<file path="src/rtl/q15bq_pkg.sv">
// widths, constants and register map of the q15 biquad filter
// no dependencies; used by the top level and its checker
`timescale 1ns / 1ps

package q15bq_pkg;

  localparam int SAMPLE_W  = 32;
  localparam int COEF_W    = 16;
  localparam int PROD_W    = SAMPLE_W + COEF_W;
  localparam int ACC_W     = 64;
  localparam int FRAC_BITS = 15;
  localparam int SHIFT_W   = ACC_W - FRAC_BITS;
  localparam int ADDR_W    = 5;
  localparam int DATA_W    = 32;

  // cycles from an input transaction to the earliest output transaction of its result
  localparam int LATENCY   = 6;

  localparam logic [ACC_W-1:0] ROUND_HALF = ACC_W'(64'h4000);

  typedef enum logic [2:0] {
    REG_B0 = 3'd0,
    REG_B1 = 3'd1,
    REG_B2 = 3'd2,
    REG_A1 = 3'd3,
    REG_A2 = 3'd4
  } reg_idx_t;

endpackage

</file>
<file path="src/rtl/q15_biquad_filter_top.sv">
// q15 biquad filter, transposed direct form ii, one shared multiplier
// depends on q15bq_pkg
`timescale 1ns / 1ps

// Second-order IIR filter on signed 32-bit samples. Each input transaction
// carries the sample in s_tdata, a restart flag in s_tuser (clears both 64-bit
// state words before the sample is filtered) and a frame marker in s_tlast,
// which comes back unchanged on m_tlast with the filtered sample in m_tdata.
// Output: y = sat32((x*b0 + s0 + 0x4000) >>> 15); then s0 = x*b1 + y*a1 + s1
// and s1 = x*b2 + y*a2. All five products go through one 32x16 multiplier,
// one product per cycle unless a finished sample waits in ST_FIN for a held
// output register: x*b0 as the sample is taken, then x*b1, y*a1, x*b2 and
// y*a2 in ST_Y, ST_A1, ST_B2 and ST_A2; ST_FIN writes the result to the
// output register. s_tready is low while a sample is being worked on and
// rises again in the cycle the result is written to the output register.
// A held output register does not block the next input until that next
// sample reaches its last step. The five Q15 coefficients sit at byte
// addresses 0,4,8,12,16 (b0,b1,b2,a1,a2) of the APB port; write them only
// while the block is idle. State is kept across frames and cleared by reset.
module q15_biquad_filter_top (
  input  logic        clk,
  input  logic        rst,
  // input stream
  input  logic        s_tvalid,
  output logic        s_tready,
  input  logic [31:0] s_tdata,   // [31:0] sample_in
  input  logic        s_tuser,   // [0] restart
  input  logic        s_tlast,   // frame_end
  // output stream
  output logic        m_tvalid,
  input  logic        m_tready,
  output logic [31:0] m_tdata,   // [31:0] sample_out
  output logic        m_tlast,   // frame_end_out
  // configuration
  input  logic        psel,
  input  logic        penable,
  input  logic        pwrite,
  input  logic [q15bq_pkg::ADDR_W-1:0] paddr,
  input  logic [31:0] pwdata,
  output logic [31:0] prdata,
  output logic        pready
);

  typedef enum logic [2:0] {
    ST_IDLE,  // waiting for a sample
    ST_Y,     // output from x*b0, multiply x*b1
    ST_A1,    // multiply y*a1, start s0
    ST_B2,    // finish s0, multiply x*b2
    ST_A2,    // multiply y*a2, start s1
    ST_FIN    // finish s1, write result
  } state_t;

  state_t state;

  // coefficient registers
  logic signed [q15bq_pkg::COEF_W-1:0] coef_b0, coef_b1, coef_b2, coef_a1, coef_a2;

  // filter state words
  logic signed [q15bq_pkg::ACC_W-1:0] s0, s1;

  // datapath registers
  logic signed [q15bq_pkg::SAMPLE_W-1:0] x_reg;
  logic signed [q15bq_pkg::SAMPLE_W-1:0] y_reg;
  logic                                   last_reg;
  logic signed [q15bq_pkg::PROD_W-1:0]   prod;
  logic signed [q15bq_pkg::ACC_W-1:0]    acc;

  // shared multiplier
  logic signed [q15bq_pkg::SAMPLE_W-1:0] mul_a;
  logic signed [q15bq_pkg::COEF_W-1:0]   mul_b;
  logic signed [q15bq_pkg::PROD_W-1:0]   mul_p;

  logic signed [q15bq_pkg::ACC_W-1:0]    prod_ext;
  logic signed [q15bq_pkg::ACC_W-1:0]    sum_y;
  logic signed [q15bq_pkg::SHIFT_W-1:0]  y_shift;
  logic signed [q15bq_pkg::SAMPLE_W-1:0] y_sat;

  logic in_acc;     // input transaction this cycle
  logic out_free;   // output register can take a result
  logic fin_go;     // last step completes this cycle
  logic cfg_wr;
  q15bq_pkg::reg_idx_t cfg_idx;

  assign out_free = !m_tvalid || m_tready;
  assign fin_go   = (state == ST_FIN) && out_free;
  assign s_tready = (state == ST_IDLE) || fin_go;
  assign in_acc   = s_tvalid && s_tready;

  // ---------------------------------------------------------------------
  // operand selection for the shared multiplier
  // ---------------------------------------------------------------------
  always_comb begin
    mul_a = x_reg;
    mul_b = coef_b0;
    if (in_acc) begin
      mul_a = s_tdata;
      mul_b = coef_b0;
    end else begin
      case (state)
        ST_Y: begin
          mul_a = x_reg;
          mul_b = coef_b1;
        end
        ST_A1: begin
          mul_a = y_reg;
          mul_b = coef_a1;
        end
        ST_B2: begin
          mul_a = x_reg;
          mul_b = coef_b2;
        end
        ST_A2: begin
          mul_a = y_reg;
          mul_b = coef_a2;
        end
        default: begin
          mul_a = x_reg;
          mul_b = coef_b0;
        end
      endcase
    end
  end

  assign mul_p    = mul_a * mul_b;
  assign prod_ext = {{(q15bq_pkg::ACC_W - q15bq_pkg::PROD_W){prod[q15bq_pkg::PROD_W-1]}}, prod};

  // rounding, arithmetic shift and saturation of the output sample
  assign sum_y   = prod_ext + s0 + $signed(q15bq_pkg::ROUND_HALF);
  assign y_shift = sum_y[q15bq_pkg::ACC_W-1:q15bq_pkg::FRAC_BITS];

  always_comb begin
    if (!y_shift[q15bq_pkg::SHIFT_W-1] &&
        (|y_shift[q15bq_pkg::SHIFT_W-2:q15bq_pkg::SAMPLE_W-1])) begin
      y_sat = {1'b0, {(q15bq_pkg::SAMPLE_W-1){1'b1}}};
    end else if (y_shift[q15bq_pkg::SHIFT_W-1] &&
                 !(&y_shift[q15bq_pkg::SHIFT_W-2:q15bq_pkg::SAMPLE_W-1])) begin
      y_sat = {1'b1, {(q15bq_pkg::SAMPLE_W-1){1'b0}}};
    end else begin
      y_sat = y_shift[q15bq_pkg::SAMPLE_W-1:0];
    end
  end

  // ---------------------------------------------------------------------
  // sequencer, state words and output register
  // ---------------------------------------------------------------------
  always_ff @(posedge clk) begin
    if (rst) begin
      state    <= ST_IDLE;
      m_tvalid <= 1'b0;
      s0       <= '0;
      s1       <= '0;
    end else begin
      if (fin_go) begin
        m_tvalid <= 1'b1;
      end else if (m_tready) begin
        m_tvalid <= 1'b0;
      end
      unique case (state)
        ST_IDLE: begin
          if (in_acc) begin
            state <= ST_Y;
            // a restart clears both state words before the new sample is used
            if (s_tuser) begin
              s0 <= '0;
              s1 <= '0;
            end
          end
        end
        ST_Y: begin
          y_reg <= y_sat;
          state <= ST_A1;
        end
        ST_A1: begin
          acc   <= prod_ext + s1;
          state <= ST_B2;
        end
        ST_B2: begin
          s0    <= acc + prod_ext;
          state <= ST_A2;
        end
        ST_A2: begin
          acc   <= prod_ext;
          state <= ST_FIN;
        end
        ST_FIN: begin
          if (fin_go) begin
            m_tdata  <= y_reg;
            m_tlast  <= last_reg;
            state    <= in_acc ? ST_Y : ST_IDLE;
            // a restart on the next sample overrides the state update
            if (in_acc && s_tuser) begin
              s0 <= '0;
              s1 <= '0;
            end else begin
              s1 <= acc + prod_ext;
            end
          end
        end
        default: begin
          state <= ST_IDLE;
        end
      endcase
    end
  end

  // payload registers, no reset needed
  always_ff @(posedge clk) begin
    // hold the last product while the finished sample waits for the output
    if (state != ST_FIN || fin_go) begin
      prod <= mul_p;
    end
    if (in_acc) begin
      x_reg    <= s_tdata;
      last_reg <= s_tlast;
    end
  end

  // ---------------------------------------------------------------------
  // apb configuration port
  // ---------------------------------------------------------------------
  assign pready  = 1'b1;
  assign cfg_wr  = psel && penable && pwrite && pready;
  assign cfg_idx = q15bq_pkg::reg_idx_t'(paddr[4:2]);

  always_ff @(posedge clk) begin
    if (rst) begin
      coef_b0 <= '0;
      coef_b1 <= '0;
      coef_b2 <= '0;
      coef_a1 <= '0;
      coef_a2 <= '0;
    end else if (cfg_wr) begin
      unique case (cfg_idx)
        q15bq_pkg::REG_B0: coef_b0 <= pwdata[q15bq_pkg::COEF_W-1:0];
        q15bq_pkg::REG_B1: coef_b1 <= pwdata[q15bq_pkg::COEF_W-1:0];
        q15bq_pkg::REG_B2: coef_b2 <= pwdata[q15bq_pkg::COEF_W-1:0];
        q15bq_pkg::REG_A1: coef_a1 <= pwdata[q15bq_pkg::COEF_W-1:0];
        q15bq_pkg::REG_A2: coef_a2 <= pwdata[q15bq_pkg::COEF_W-1:0];
        default: ;  // unmapped address, write dropped
      endcase
    end
  end

  always_comb begin
    unique case (cfg_idx)
      q15bq_pkg::REG_B0: prdata = {{(q15bq_pkg::DATA_W - q15bq_pkg::COEF_W){1'b0}}, coef_b0};
      q15bq_pkg::REG_B1: prdata = {{(q15bq_pkg::DATA_W - q15bq_pkg::COEF_W){1'b0}}, coef_b1};
      q15bq_pkg::REG_B2: prdata = {{(q15bq_pkg::DATA_W - q15bq_pkg::COEF_W){1'b0}}, coef_b2};
      q15bq_pkg::REG_A1: prdata = {{(q15bq_pkg::DATA_W - q15bq_pkg::COEF_W){1'b0}}, coef_a1};
      q15bq_pkg::REG_A2: prdata = {{(q15bq_pkg::DATA_W - q15bq_pkg::COEF_W){1'b0}}, coef_a2};
      default:           prdata = '0;
    endcase
  end

endmodule

</file>
<file path="config.mk">
export PLATFORM = sky130hd
export DESIGN_NAME = q15_biquad_filter_top
export DESIGN_NICKNAME = d
export VERILOG_FILES = /design/src/rtl/q15bq_pkg.sv /design/src/rtl/q15_biquad_filter_top.sv
export SDC_FILE = /design/constraint.sdc
export NUM_CORES = 2
export LEC_CHECK = 0
export CAP_MARGIN = 10
export CORE_ASPECT_RATIO = 2
export CORE_MARGIN = 2
export CORE_UTILIZATION = 70
export CTS_BUF_LIST = sky130_fd_sc_hd__clkbuf_4 sky130_fd_sc_hd__clkbuf_8
export DETAILED_ROUTE_END_ITERATION = 16
export DONT_BUFFER_PORTS = 1
export GPL_TIMING_DRIVEN = 0
export PLACE_DENSITY = 0.95
export SLEW_MARGIN = 15
export SYNTH_ARGS = -nofsm -noshare
export SYNTH_HDL_FRONTEND = slang
export SYNTH_SLANG_ARGS = --single-unit
</file>
<file path="constraint.sdc">
create_clock -name clk -period 21.2 [get_ports clk]
set_input_delay 4.24 -clock clk [delete_from_list [all_inputs] [get_ports clk]]
set_output_delay 4.24 -clock clk [all_outputs]
set_load 0.005 [all_outputs]
</file>
==> results.json, run 1 <==
{
  "grt_pass1_wl_microns": 292000,
  "synth_edf_count": 210,
  "grt_max_degree": 33,
  "gp_congestion": 1.09,
  "synth_top_area_cell": "fa_1",
  "cts_resized": 0,
  "ys_ff_latch": 422,
  "grt_use_total_pct": 59.9,
  "dp_hpwl_microns": 141000,
  "ys_top_cells_by_area": "fa_1 22%, edfxtp_1 14%, ha_1 10%, dfxtp_1 9.4%, nand2_1 5.7%",
  "syn_area_sq_mm": 0.0451,
  "portBuffers": 0,
  "yosysWarnings": 0,
  "numCtsBuffers": 60,
  "yosysUniqueCellTypes": 102,
  "synth-async-reset-ratio_pct": 0,
  "die_h_microns": 363,
  "error_message": "[ERROR GRT-0116] Global routing finished with congestion. Check the congestion regions in the DRC Viewer.",
  "yosysTopAreaCellShare_pct": 21.7,
  "clock_sinks": 422,
  "max-clock-path-buffers": 3,
  "syn_inst": 5146,
  "overflow": 100,
  "synthTopCellsByCount": "679 x nand2_1, 632 x inv_1, 488 x fa_1",
  "die_x_microns": 183,
  "ys.flop_type": "dfxtp_1",
  "initial_core_util_pct": 70.7,
  "ctsRootBufferMaster": "clkbuf_8",
  "grt_pass1_vias": 46500,
  "lastStage": "global routing",
  "h-tree-depth": 2,
  "synth.most_common_cell": "nand2_1",
  "post_cts_buffers": 0,
  "rows": 131,
  "synth_seq_area_share_pct": 23.4,
  "hold_buffers": 0,
  "status": "aborted with a tool error",
  "synth_area_per_cell_sq_um": 8.76,
  "io_pins": 146
}
-- through the flow --
stage	area [sq um]	cells	setup WS [ns]	hold slack (ns)	util [%]
4_1_cts	47800	6084	6.37	0.449	75.0
3_5_place_dp	46400	5971	5.64	0.433	72.8
3_3_place_gp	46100	5959	4.27	0.400	72.3
2_1_floorplan	45100	5161	7.97	0.400	-
-- cell families after synthesis --
group | after synthesis | share of synthesized area, %
AO/OA/AOI/OAI | 1259 | 18.1
XOR/XNOR | 215 | 4.18
adder cells (fa/ha/maj) | 851 | 31.8
buffers and inverters | 906 | 8.02
flip-flops | 422 | 23.4
multiplexers | 22 | 0.539
other | 2 | 0.0167
AND/OR/NAND/NOR | 1469 | 14.0
-- layer usage --
metal  overflow  track usage, %
met1          0            55.0
met4         45            67.2
met5          0           0.830
met2         52            90.4
met3          3            29.3
==> run 2, diff against run 1 <==
- CORE_ASPECT_RATIO: 2 -> unset
- CORE_UTILIZATION: 70 -> 40
- CTS_BUF_LIST: sky130_fd_sc_hd__clkbuf_4 sky130_fd_sc_hd__clkbuf_8 -> unset
- PLACE_DENSITY: 0.95 -> unset
- PLACE_DENSITY_LB_ADDON: unset -> 0.15
==> results.json, run 2 <==
{
  "layout_min_cycle_time_ns": 14.02,
  "synth_edf_count": 210,
  "dpl_cell_area_sq_mm": 0.0473,
  "rsz0062_at_grt": "no",
  "die_h_microns": 340,
  "combinationalPowerShare_pct": 34.8,
  "hp-class": "reg2reg",
  "antenna_found_initial": 5,
  "synth.most_common_cell": "nand2_1",
  "cpPeakStageDelay_ns": 0.64,
  "maxCapViolations": 0,
  "critPathSlowestCell": "fa_1",
  "syn_area_sq_mm": 0.0451,
  "rows": 123,
  "largest_registers": "acc x64, s0 x64, s1 x64",
  "synth_area_per_cell_sq_um": 8.76,
  "post_cts_buffers": 0,
  "coreArea_sq_mm": 0.112,
  "vias": 37300,
  "wl_met3_microns": 10800,
  "cts_resized": 0,
  "fin_crit_sh_pct": 66.1,
  "drt_iter0_drc": 3055,
  "final_area_sq_mm": 0.0489,
  "portBuffers": 0,
  "arrival_ns": 14.41,
  "grt_max_degree": 35,
  "powerDensity_mw_per_mm2": 57.3,
  "crit_family": "adder cells",
  "dp_hpwl_microns": 132000,
  "initial_core_util_pct": 40.2,
  "final_util_pct": 43.7,
  "yosysTopAreaCellShare_pct": 21.7,
  "tns_ns": 0,
  "finalHoldViolCount": 0,
  "ys_top_cells_by_area": "fa_1 22%, edfxtp_1 14%, ha_1 10%, dfxtp_1 9.4%, nand2_1 5.7%",
  "wl_met2_microns": 70800,
  "ys_ff_latch": 422,
  "drc_errors": 0,
  "yosysUniqueCellTypes": 102,
  "fin_cells": 6773,
  "worst_skew_pair.late_latency_ns": 0.66,
  "ctsRootBufferMaster": "clkbuf_16",
  "synthTopCellsByCount": "679 x nand2_1, 632 x inv_1, 488 x fa_1",
  "slew_headroom_pct": 17.2,
  "die_area_sq_mm": 0.115,
  "dp.cells": 6673,
  "path_common_cell": "fa_1",
  "fin_ws_ns": 7.18,
  "clkPwrFrac_pct": 31.2,
  "worst_clock_skew_ns": 0.0837,
  "p_int_mw": 1.71,
  "cts_tree": "done",
  "ir_drop_mv": 0.0782,
  "place_ws_ns": 6.50,
  "yosysWarnings": 0,
  "wl_microns": 159000,
  "hold_buffers": 0,
  "drive_gt1_share_pct": 4.42,
  "hold_ws_ns": 0.419,
  "n_fill_cell": 11400,
  "clk_pin_slew_worst_paths_ns": 0.06,
  "grt_use_total_pct": 27.4,
  "synth_seq_area_share_pct": 23.4,
  "setup_viol": 0,
  "synth_top_area_cell": "fa_1",
  "fin_total_pwr_mw": 2.80,
  "syn_inst": 5146,
  "clock.fmax_mhz": 71.3,
  "area_delta_synth_final_pct": 8.56,
  "grt_pass1_wl_microns": 237000,
  "dr.pass1.iters": 6,
  "critPathMaxFanout": 29,
  "worst_pin_slew_ns": 1.24,
  "io_pins": 146,
  "viasPerCell": 5.50,
  "swShare_pct": 39.0,
  "h-tree-depth": 2,
  "cp-start-kind": "input port",
  "die_x_microns": 340,
  "drt-met1-wl_microns": 70900,
  "grt_pass1_vias": 37300,
  "slew_viol_final": 0,
  "max-clock-path-buffers": 3,
  "synth-async-reset-ratio_pct": 0,
  "ant_nets": 0,
  "numCtsBuffers": 52,
  "p_sw_mw": 1.09,
  "ys.flop_type": "dfxtp_1",
  "crit_type": "in2reg",
  "gp_congestion": 0.984,
  "status": "complete, no violations",
  "power_frac_seq_pct": 34.1,
  "fin_nets": 6156,
  "critPathBufInv": 8,
  "critPathRequiredTime_ns": 21.60,
  "overflow": 0,
  "layout_commonest_cell": "nand2_1",
  "top_layer_used": "met5",
  "p_leak_nw": 22.0,
  "end_kind": "flop",
  "final_cell_mix": "679 x nand2_1, 632 x inv_1, 488 x fa_1",
  "clock_sinks": 422,
  "wire_per_inst_microns": 23.5
}
## run 2: area by class of cell
type | count | area [sq um] | share of cell area [%]
antenna | 4 | 10.0 | 0.0205
buffer | 273 | 1240 | 2.54
clock buffer | 64 | 1370 | 2.79
clock inverter | 32 | 272 | 0.555
inverter | 633 | 2380 | 4.86
multi-input combinational | 3833 | 31000 | 63.4
sequential | 422 | 10600 | 21.6
tap | 1500 | 1880 | 3.84
timing repair buffer | 12 | 199 | 0.407
## run 2: worst reg2reg max path, delay by kind of cell, from the launching register on
kind                     cells  cell delay, ns
AO/OA/AOI/OAI               12            2.94
adder cells (fa/ha/maj)      7            3.60
AND/OR/NAND/NOR              4            1.84
XOR/XNOR                     1            0.15
flip-flops                   1            0.30
buffers and inverters        7            2.51
## run 2: final timing paths
path                   end  startpoint  slack (ns)  depth (start not counted)
setup reg to reg  prod[46]    state[0]        9.56                         31
hold / removal     m_tlast    last_reg        0.42                          0
setup / recovery  prod[46]    m_tready        7.18                         33
hold reg to reg    m_tlast    last_reg        0.42                          0
## run 2: logic make-up after synthesis
kind of cell | count (synthesis) | synth area share (%)
AND/OR/NAND/NOR | 1469 | 14.0
AO/OA/AOI/OAI | 1259 | 18.1
buffers and inverters | 906 | 8.02
adder cells (fa/ha/maj) | 851 | 31.8
flip-flops | 422 | 23.4
XOR/XNOR | 215 | 4.18
multiplexers | 22 | 0.539
other | 2 | 0.0167
## run 2: power by group through the flow
stage / sequential, mW / clock, mW / combinational (mW)
after floorplan: 0.952 / 0 / 0.647
after global placement: 0.983 / 0 / 0.937
after detailed placement: 0.971 / 0 / 0.959
after CTS: 0.953 / 0.891 / 0.966
after global routing: 0.957 / 0.920 / 1.06
final: 0.954 / 0.873 / 0.974
## run 2: routing by layer
metal | vias up | track usage, %
met5 | - | 0
met4 | 4 | 10.4
met3 | 240 | 4.53
met2 | 1180 | 43.5
met1 | 18400 | 37.4
li1 | 17500 | -
Power figures use the tool's default switching activity.
